`src/rtl/tosc_pkg.sv`:
```
`default_nettype none

package tosc_pkg;

  // Field and state widths
  localparam int unsigned FREQ_W          = 24;
  localparam int unsigned FREQ_FRAC_BITS  = 8;
  localparam int unsigned RATE_W          = 18;
  localparam int unsigned PERIOD_W        = 32;
  localparam int unsigned RATIO_FRAC_BITS = 16;

  localparam logic [RATE_W-1:0] RATE_RESET = RATE_W'(48000);

  // Parameter defaults
  localparam int unsigned PHASE_FRAC_BITS_DEF = 16;
  localparam int unsigned OUT_WIDTH_DEF       = 16;

  // Divider iteration counts
  localparam int unsigned ITER_W = 6;
  localparam logic [ITER_W-1:0] PERIOD_ITERS = ITER_W'(PERIOD_W);
  localparam logic [ITER_W-1:0] RATIO_ITERS  = ITER_W'(RATIO_FRAC_BITS);

  // Divider command
  typedef struct packed {
    logic              start;
    logic [ITER_W-1:0] iters;
  } div_cmd_t;

  // Output stage command
  typedef struct packed {
    logic load;
    logic zero;
  } shape_cmd_t;

  // Sequencer states
  typedef enum logic [2:0] {
    ST_IDLE,
    ST_CHECK,
    ST_PERIOD,
    ST_PH_ADD,
    ST_PH_WRAP,
    ST_RATIO_CHK,
    ST_RATIO,
    ST_OUT
  } tosc_state_e;

endpackage

`default_nettype wire

```
`src/rtl/tosc_div.sv`:
```
`default_nettype none

// Restoring divider, one quotient bit per cycle.
// The initial remainder must be below the divisor.
module tosc_div (
  input  wire logic                             clk_i,
  input  wire logic                             rst_ni,
  input  wire tosc_pkg::div_cmd_t               cmd_i,
  input  wire logic [tosc_pkg::PERIOD_W-1:0]    rem_init_i,
  input  wire logic [tosc_pkg::PERIOD_W-1:0]    dividend_i,
  input  wire logic [tosc_pkg::PERIOD_W-1:0]    divisor_i,
  output logic                                  done_o,
  output logic [tosc_pkg::PERIOD_W-1:0]         quotient_o
);

  localparam int unsigned W = tosc_pkg::PERIOD_W;

  logic [W-1:0]                rem_q, rem_d;
  logic [W-1:0]                shf_q, shf_d;
  logic [W-1:0]                dvs_q;
  logic [tosc_pkg::ITER_W-1:0] cnt_q;
  logic                        busy_q;
  logic                        done_q;
  logic [W:0]                  trial;
  logic                        take;

  // One trial subtraction per cycle
  always_comb begin
    trial = {rem_q, shf_q[W-1]} - {1'b0, dvs_q};
    take  = ~trial[W];
    rem_d = take ? trial[W-1:0] : {rem_q[W-2:0], shf_q[W-1]};
    shf_d = {shf_q[W-2:0], take};
  end

  // Control
  always_ff @(posedge clk_i or negedge rst_ni) begin
    if (!rst_ni) begin
      busy_q <= 1'b0;
      done_q <= 1'b0;
      cnt_q  <= '0;
    end else begin
      done_q <= 1'b0;
      if (cmd_i.start) begin
        busy_q <= 1'b1;
        cnt_q  <= cmd_i.iters;
      end else if (busy_q) begin
        cnt_q <= cnt_q - 1'b1;
        if (cnt_q == tosc_pkg::ITER_W'(1)) begin
          busy_q <= 1'b0;
          done_q <= 1'b1;
        end
      end
    end
  end

  // Operands and partial results
  always_ff @(posedge clk_i) begin
    if (cmd_i.start) begin
      rem_q <= rem_init_i;
      shf_q <= dividend_i;
      dvs_q <= divisor_i;
    end else if (busy_q) begin
      rem_q <= rem_d;
      shf_q <= shf_d;
    end
  end

  assign done_o     = done_q;
  assign quotient_o = shf_q;

endmodule

`default_nettype wire

```
`src/rtl/tosc_shape.sv`:
```
`default_nettype none

// Folds the phase ratio into a triangle and holds the result item.
module tosc_shape #(
  parameter int unsigned OUT_WIDTH = tosc_pkg::OUT_WIDTH_DEF
) (
  input  wire logic                                 clk_i,
  input  wire logic                                 rst_ni,
  input  wire tosc_pkg::shape_cmd_t                 cmd_i,
  input  wire logic [tosc_pkg::RATIO_FRAC_BITS:0]   ratio_i,
  input  wire logic                                 out_stall_i,
  output logic                                      out_free_o,
  output logic                                      out_valid_o,
  output logic signed [OUT_WIDTH-1:0]               wave_sample_o
);

  localparam int unsigned RF = tosc_pkg::RATIO_FRAC_BITS;
  localparam int unsigned AW = RF + 3;          // 4 * ratio
  localparam int unsigned FW = RF + 2;          // folded value, up to 2.0
  localparam int unsigned UW = FW + OUT_WIDTH - 1;

  localparam logic [AW-1:0] A_TWO  = AW'(1) << (RF + 1);
  localparam logic [AW-1:0] A_FOUR = AW'(1) << (RF + 2);
  localparam logic [OUT_WIDTH-1:0] POS_MAX = {1'b0, {(OUT_WIDTH-1){1'b1}}};

  logic [AW-1:0]        a_raw;
  logic [AW-1:0]        a_fold;
  logic [UW-1:0]        u_full;
  logic [OUT_WIDTH:0]   u;
  logic [OUT_WIDTH-1:0] wave_d;
  logic [OUT_WIDTH-1:0] wave_q;
  logic                 valid_q;

  // Triangle fold and scale to the output format, or zero on command
  always_comb begin
    a_raw  = {ratio_i, 2'b00};
    a_fold = (a_raw > A_TWO) ? (A_FOUR - a_raw) : a_raw;
    u_full = {a_fold[FW-1:0], {(OUT_WIDTH-1){1'b0}}};
    u      = u_full[UW-1:RF];
    if (cmd_i.zero) begin
      wave_d = '0;
    end else if (u[OUT_WIDTH]) begin
      wave_d = POS_MAX;
    end else begin
      // subtracting half flips the top bit
      wave_d = {~u[OUT_WIDTH-1], u[OUT_WIDTH-2:0]};
    end
  end

  assign out_free_o = ~valid_q | ~out_stall_i;

  // Output register
  always_ff @(posedge clk_i or negedge rst_ni) begin
    if (!rst_ni) begin
      valid_q <= 1'b0;
    end else if (cmd_i.load) begin
      valid_q <= 1'b1;
    end else if (!out_stall_i) begin
      valid_q <= 1'b0;
    end
  end

  always_ff @(posedge clk_i) begin
    if (cmd_i.load) begin
      wave_q <= wave_d;
    end
  end

  assign out_valid_o   = valid_q;
  assign wave_sample_o = $signed(wave_q);

endmodule

`default_nettype wire

```
`src/rtl/triangle_oscillator.sv`:
```
// Triangle oscillator: one output item per frequency item, one item in flight.
// A zero frequency skips the divider; otherwise the shared 1-bit-per-cycle divider
// finds the period when the frequency changes and does not saturate, then the ratio
// unless it clamps. A new item is taken in the cycle after the result is loaded.
// Reset: phase, period and last frequency clear to zero, sample rate to 48000,
// no output item pending.
`default_nettype none

module triangle_oscillator #(
  parameter int unsigned PHASE_FRAC_BITS = tosc_pkg::PHASE_FRAC_BITS_DEF,
  parameter int unsigned OUT_WIDTH       = tosc_pkg::OUT_WIDTH_DEF
) (
  input  wire logic                              clk_i,
  input  wire logic                              rst_ni,
  // configuration
  input  wire logic                              cfg_valid_i,
  output logic                                   cfg_ready_o,
  input  wire logic [tosc_pkg::RATE_W-1:0]       sample_rate_hz_i,
  // input items
  input  wire logic                              in_valid_i,
  output logic                                   in_stall_o,
  input  wire logic [tosc_pkg::FREQ_W-1:0]       frequency_i,
  // result items
  output logic                                   out_valid_o,
  input  wire logic                              out_stall_i,
  output logic signed [OUT_WIDTH-1:0]            wave_sample_o
);

  localparam int unsigned PW     = tosc_pkg::PERIOD_W;
  localparam int unsigned RF     = tosc_pkg::RATIO_FRAC_BITS;
  localparam int unsigned NUM_W  = tosc_pkg::RATE_W + tosc_pkg::FREQ_FRAC_BITS
                                   + PHASE_FRAC_BITS;
  localparam logic [PW:0]   PH_STEP   = (PW+1)'(1) << PHASE_FRAC_BITS;
  localparam logic [PW-1:0] PERIOD_MAX = '1;
  localparam logic [RF:0]   RATIO_ONE = (RF+1)'(1) << RF;

  tosc_pkg::tosc_state_e state_q, state_d;

  logic [tosc_pkg::RATE_W-1:0] rate_q;
  logic [tosc_pkg::FREQ_W-1:0] freq_q;
  logic [tosc_pkg::FREQ_W-1:0] last_q;
  logic [PW-1:0]               period_q;
  logic [PW-1:0]               phase_q;
  logic [PW:0]                 ph_q;
  logic [RF:0]                 ratio_q;
  logic                        zero_q;

  logic [NUM_W-1:0] num;
  logic             freq_zero;
  logic             freq_new;
  logic             period_sat;
  logic             ratio_clamp;
  logic [PW:0]      ph_wrapped;
  logic             in_acc;

  tosc_pkg::div_cmd_t   div_cmd;
  tosc_pkg::shape_cmd_t shape_cmd;
  logic [PW-1:0]        div_rem_init;
  logic [PW-1:0]        div_dividend;
  logic [PW-1:0]        div_divisor;
  logic                 div_done;
  logic [PW-1:0]        div_quot;
  logic                 out_free;

  // Decisions taken by the sequencer
  always_comb begin
    num         = NUM_W'(rate_q) << (tosc_pkg::FREQ_FRAC_BITS + PHASE_FRAC_BITS);
    freq_zero   = (freq_q == '0);
    freq_new    = (freq_q != last_q);
    period_sat  = (PW'(num[NUM_W-1:PW]) >= PW'(freq_q));
    ratio_clamp = (phase_q >= period_q);
    ph_wrapped  = (ph_q > {1'b0, period_q}) ? (ph_q - {1'b0, period_q}) : ph_q;
    in_acc      = in_valid_i & ~in_stall_o;
  end

  // Next state
  always_comb begin
    state_d = state_q;
    unique case (state_q)
      tosc_pkg::ST_IDLE: begin
        if (in_acc) state_d = tosc_pkg::ST_CHECK;
      end
      tosc_pkg::ST_CHECK: begin
        if (freq_zero) begin
          state_d = tosc_pkg::ST_OUT;
        end else if (freq_new && !period_sat) begin
          state_d = tosc_pkg::ST_PERIOD;
        end else begin
          state_d = tosc_pkg::ST_PH_ADD;
        end
      end
      tosc_pkg::ST_PERIOD: begin
        if (div_done) state_d = tosc_pkg::ST_PH_ADD;
      end
      tosc_pkg::ST_PH_ADD:  state_d = tosc_pkg::ST_PH_WRAP;
      tosc_pkg::ST_PH_WRAP: state_d = tosc_pkg::ST_RATIO_CHK;
      tosc_pkg::ST_RATIO_CHK: begin
        state_d = ratio_clamp ? tosc_pkg::ST_OUT : tosc_pkg::ST_RATIO;
      end
      tosc_pkg::ST_RATIO: begin
        if (div_done) state_d = tosc_pkg::ST_OUT;
      end
      tosc_pkg::ST_OUT: begin
        if (out_free) state_d = tosc_pkg::ST_IDLE;
      end
      default: state_d = tosc_pkg::ST_IDLE;
    endcase
  end

  // Sequencer outputs
  always_comb begin
    in_stall_o     = 1'b1;
    div_cmd.start  = 1'b0;
    div_cmd.iters  = tosc_pkg::PERIOD_ITERS;
    div_rem_init   = PW'(num[NUM_W-1:PW]);
    div_dividend   = num[PW-1:0];
    div_divisor    = PW'(freq_q);
    shape_cmd.load = 1'b0;
    shape_cmd.zero = zero_q;
    unique case (state_q)
      tosc_pkg::ST_IDLE: in_stall_o = 1'b0;
      tosc_pkg::ST_CHECK: begin
        div_cmd.start = ~freq_zero & freq_new & ~period_sat;
      end
      tosc_pkg::ST_RATIO_CHK: begin
        div_cmd.start = ~ratio_clamp;
        div_cmd.iters = tosc_pkg::RATIO_ITERS;
        div_rem_init  = phase_q;
        div_dividend  = '0;
        div_divisor   = period_q;
      end
      tosc_pkg::ST_OUT: shape_cmd.load = out_free;
      default: ;
    endcase
  end

  // Control state and oscillator state
  always_ff @(posedge clk_i or negedge rst_ni) begin
    if (!rst_ni) begin
      state_q  <= tosc_pkg::ST_IDLE;
      rate_q   <= tosc_pkg::RATE_RESET;
      last_q   <= '0;
      period_q <= '0;
      phase_q  <= '0;
    end else begin
      state_q <= state_d;
      if (cfg_valid_i && cfg_ready_o) begin
        rate_q <= sample_rate_hz_i;
      end
      unique case (state_q)
        tosc_pkg::ST_CHECK: begin
          if (freq_zero) begin
            phase_q <= '0;
            last_q  <= '0;
          end else if (freq_new) begin
            last_q <= freq_q;
            if (period_sat) period_q <= PERIOD_MAX;
          end
        end
        tosc_pkg::ST_PERIOD: begin
          if (div_done) period_q <= div_quot;
        end
        tosc_pkg::ST_PH_WRAP: begin
          phase_q <= ph_wrapped[PW] ? PERIOD_MAX : ph_wrapped[PW-1:0];
        end
        default: ;
      endcase
    end
  end

  // Per-item working registers
  always_ff @(posedge clk_i) begin
    if (in_acc) begin
      freq_q <= frequency_i;
    end
    if (state_q == tosc_pkg::ST_CHECK) begin
      zero_q <= freq_zero;
    end
    if (state_q == tosc_pkg::ST_PH_ADD) begin
      ph_q <= {1'b0, phase_q} + PH_STEP;
    end
    if (state_q == tosc_pkg::ST_RATIO_CHK && ratio_clamp) begin
      ratio_q <= RATIO_ONE;
    end else if (state_q == tosc_pkg::ST_RATIO && div_done) begin
      ratio_q <= {1'b0, div_quot[RF-1:0]};
    end
  end

  assign cfg_ready_o = 1'b1;

  tosc_div u_div (
    .clk_i      (clk_i),
    .rst_ni     (rst_ni),
    .cmd_i      (div_cmd),
    .rem_init_i (div_rem_init),
    .dividend_i (div_dividend),
    .divisor_i  (div_divisor),
    .done_o     (div_done),
    .quotient_o (div_quot)
  );

  tosc_shape #(
    .OUT_WIDTH (OUT_WIDTH)
  ) u_shape (
    .clk_i         (clk_i),
    .rst_ni        (rst_ni),
    .cmd_i         (shape_cmd),
    .ratio_i       (ratio_q),
    .out_stall_i   (out_stall_i),
    .out_free_o    (out_free),
    .out_valid_o   (out_valid_o),
    .wave_sample_o (wave_sample_o)
  );

endmodule

`default_nettype wire

```
`config.mk`:
```
export PLATFORM = sky130hd
export DESIGN_NAME = triangle_oscillator
export DESIGN_NICKNAME = d
export VERILOG_FILES = /design/src/rtl/tosc_pkg.sv /design/src/rtl/tosc_div.sv /design/src/rtl/tosc_shape.sv /design/src/rtl/triangle_oscillator.sv
export SDC_FILE = /design/constraint.sdc
export NUM_CORES = 1
export LEC_CHECK = 0
export BUFFER_PORTS_ARGS = -buffer_cell sky130_fd_sc_hd__buf_2
export CAP_MARGIN = 20
export CORE_MARGIN = 1.5
export CORE_UTILIZATION = 61
export DETAILED_ROUTE_END_ITERATION = 8
export PLACE_DENSITY = 0.81
export SETUP_SLACK_MARGIN = 0.05
export SLEW_MARGIN = 30
export SYNTH_ARGS = -nofsm -noshare
export SYNTH_HDL_FRONTEND = slang
export SYNTH_SLANG_ARGS = --single-unit
```
`constraint.sdc`:
```
create_clock -name clk_i -period 5.2 [get_ports clk_i]
set_clock_uncertainty 0.2 [all_clocks]
set_input_delay 0.52 -clock clk_i [delete_from_list [all_inputs] [get_ports clk_i]]
set_output_delay 0.52 -clock clk_i [all_outputs]
set_load 0.01 [all_outputs]
```
==> flow_summary.toml <==
[status]
outcome = "complete, no violations"

[critical_path]
worstSetupPathType = "register to register"
cp_data_required_time_ns = 5.40
ff2ff_path_depth = 16
crit_arrival_ns = 4.65
start_kind = "register"
path_max_fanout = 20
cp-end-kind = "register"

[synth]
ys_async_sr_fraction_pct = 38.7
syn-num-nets = 1870
synth_area_sq_mm = 0.0172
ys_warn_count = 0
synth.distinct_cells = 70
netlist_instances = 1711
synth_edf_count = 170
yosys_register_bits = 305
synthFlopType = "edfxtp_1"
syn_avg_cell_area_sq_um = 10.1
ys_seq_area_share_pct = 48.8

[power_and_ir_drop]
swShare_pct = 43.0
power_frac_seq_pct = 31.1
irDropWorstVdd_mv = 0.408
netSwitchingPower_w = 0.00630
power_w = 0.0146
cellPowerDensity_mw_per_mm2 = 757
pwr-share-comb_pct = 53.0
power_frac_clock_pct = 15.9
power.internal_w = 0.00835
p_leak_nw = 7.98

[timing]
final.setup.tns_ns = 0
slew_headroom_pct = 36.4
grt_setup_unrepaired = "no"
min_period_over_period_pct = 85.5
fmax_ghz = 0.225
slew_viol_final = 0
worstMarginPinSlew_ns = 0.930
final.min_clock_period_ns = 4.44
setup_viol_count_final = 0
hold_viol_final = 0

[min_path]
hold_class = "primary input to register"
whs_path_depth = 2

[clock_network]
numCtsBuffers = 34
cts_setup_buffers = 0
cts_buffer_depth = 3
cts_sinks = 305
tritoncts = "yes"
cts_resized = 0
cts.htree.levels = 2
cts-root-buf = "clkbuf_16"
clock_latency_ns = 0.53
path_clk_slew_ns = 0.06

[detailed_routing]
wl_met1_um = 17800
drt_iter0_drc = 1257
drc = 0
viasPerCell = 6.23
top_layer = "met4"
dr.pass1.iters = 6
vias = 13637
wl_per_cell_um = 19.8
totalWireLength_um = 43400
met3_length_um = 2780
antenna_left = 0
wl_met2_um = 20900

[placement]
gp_congestion = 0.953
hpwl_um = 30300
port_buffers = 64

[floorplanning]
die_area_sq_mm = 0.0292
die_w_um = 171
io-pin-count = 66
placementRows = 61
die_h_um = 171
initial_core_util_pct = 62.0
coreArea_sq_mm = 0.0278

[finish]
drive_gt1_share_pct = 10.0
num_antenna_cells = 0
fin_nets = 1944
layout_commonest_cell = "nand2_1"
area_growth_pct = 12.4
final_cell_mix = "nand2_1, edfxtp_1, inv_1"

[grt]
grt_pass1_wl_um = 69300
antenna_found_initial = 0
grt_max_degree = 64
grt_pass1_vias = 13478
track_usage_pct = 30.2
grt-ovfl-total = 0

[flow_run]
max_cap_viol_count = 0
## final cells by class
type                    count  area [sq um]
clock buffers              48           955
clock inverters            14           111
fillers                  2114          8430
inverters                 136           510
multi-input cells        1194          8070
flip-flops and latches    305          8410
well taps                 378           473
repair buffers            114           826
## metal layers
layer / global-route usage [%] / up-vias
li1: - / 6349
met1: 39.2 / 6599
met2: 50.5 / 563
met3: 4.07 / 126
met4: 13.9 / 0
met5: 0 / -
## through the flow
stage | setup WS [ns] | cells | area (sq um) | hold slack, ns | utilization [%]
floorplan | 0.674 | 1711 | 17200 | 0.0244 | -
global placement | 0.670 | 2100 | 18000 | 0.264 | 64.7
detailed placement | 0.800 | 2101 | 18000 | 0.282 | 64.8
CTS | 0.753 | 2188 | 19300 | 0.00785 | 69.5
global route | 0.615 | 2189 | 19300 | 0.0167 | 69.6
finish | 0.756 | 2189 | 19300 | 0.0201 | 69.6
## synthesized netlist by cell type (41+ instances only)
cell type | number | area [sq um]
xnor2_1 | 60 | 526
inv_1 | 136 | 510
clkbuf_1 | 64 | 240
ha_1 | 110 | 1380
nor2_1 | 130 | 488
a22o_1 | 52 | 455
xor2_1 | 45 | 394
nand2_1 | 175 | 657
a21oi_1 | 96 | 480
o21ai_0 | 99 | 495
a31oi_1 | 41 | 257
dfrtp_1 | 111 | 2780
edfxtp_1 | 170 | 5100
## worst max-delay path, cell delays in order, from the launching register on
cell	delay (ns)
edfxtp_1	0.39
inv_1	0.08
ha_1	0.17
inv_1	0.08
fa_1	0.41
a21o_1	0.21
a221o_1	0.37
a211oi_2	0.41
o21ai_1	0.20
a21o_1	0.24
a21oi_2	0.19
o21ai_1	0.11
a211oi_2	0.40
xnor2_4	0.28
buf_16	0.23
o211ai_1	0.11
a22o_1	0.23
## timing repair
action / 4_1_cts / 5_1_grt
hold buffers: 25 / 0
endpoints found under the hold margin: 71 / 0
setup endpoints to repair: 0 / 0
## path summary, 6_finish.rpt
check                                      from         end  slack [ns]
setup / recovery                        ph_q[0]  phase_q[5]        0.76
hold / removal             sample_rate_hz_i[15]  rate_q[15]        0.02
setup reg to reg                        ph_q[0]  phase_q[5]        0.76
hold reg to reg                      ratio_q[9]  ratio_q[9]        0.29
max in group asynchronous                rst_ni   rate_q[7]        3.38
min in group asynchronous                rst_ni   last_q[3]        0.39
## kinds of logic after synthesis
kind of cell / Yosys count / synth area share (%)
xor gates and xnor gates: 106 / 5.44
buffers and inverters: 212 / 4.71
muxes: 41 / 2.52
DFF: 305 / 48.8
AOI/OAI and AO/OA: 472 / 18.2
adders and majority gates: 112 / 8.23
other: 1 / 0.0218
and+or+nand+nor: 462 / 12.1
## power groups by stage
stage | registers, W | clock network, W | logic (W)
final | 0.00456 | 0.00233 | 0.00776
after global routing | 0.00464 | 0.00244 | 0.00855
after CTS | 0.00453 | 0.00234 | 0.00757
after detailed placement | 0.00456 | 0 | 0.00748
after global placement | 0.00453 | 0 | 0.00717
after floorplan | 0.00433 | 0 | 0.00576
## state kept, by name, summed over array words and instances, names as in the netlist, 3 cells and up
signal and cells:
ph_q 33, period_q 32, phase_q 32, u_div.dvs_q 32
u_div.quotient_o 32, u_div.rem_q 32, freq_q 24, last_q 24
rate_q 18, ratio_q 17, u_shape.wave_sample_o 16, u_div.cnt_q 6
state_q 3
(Power assumes the default switching activity.)
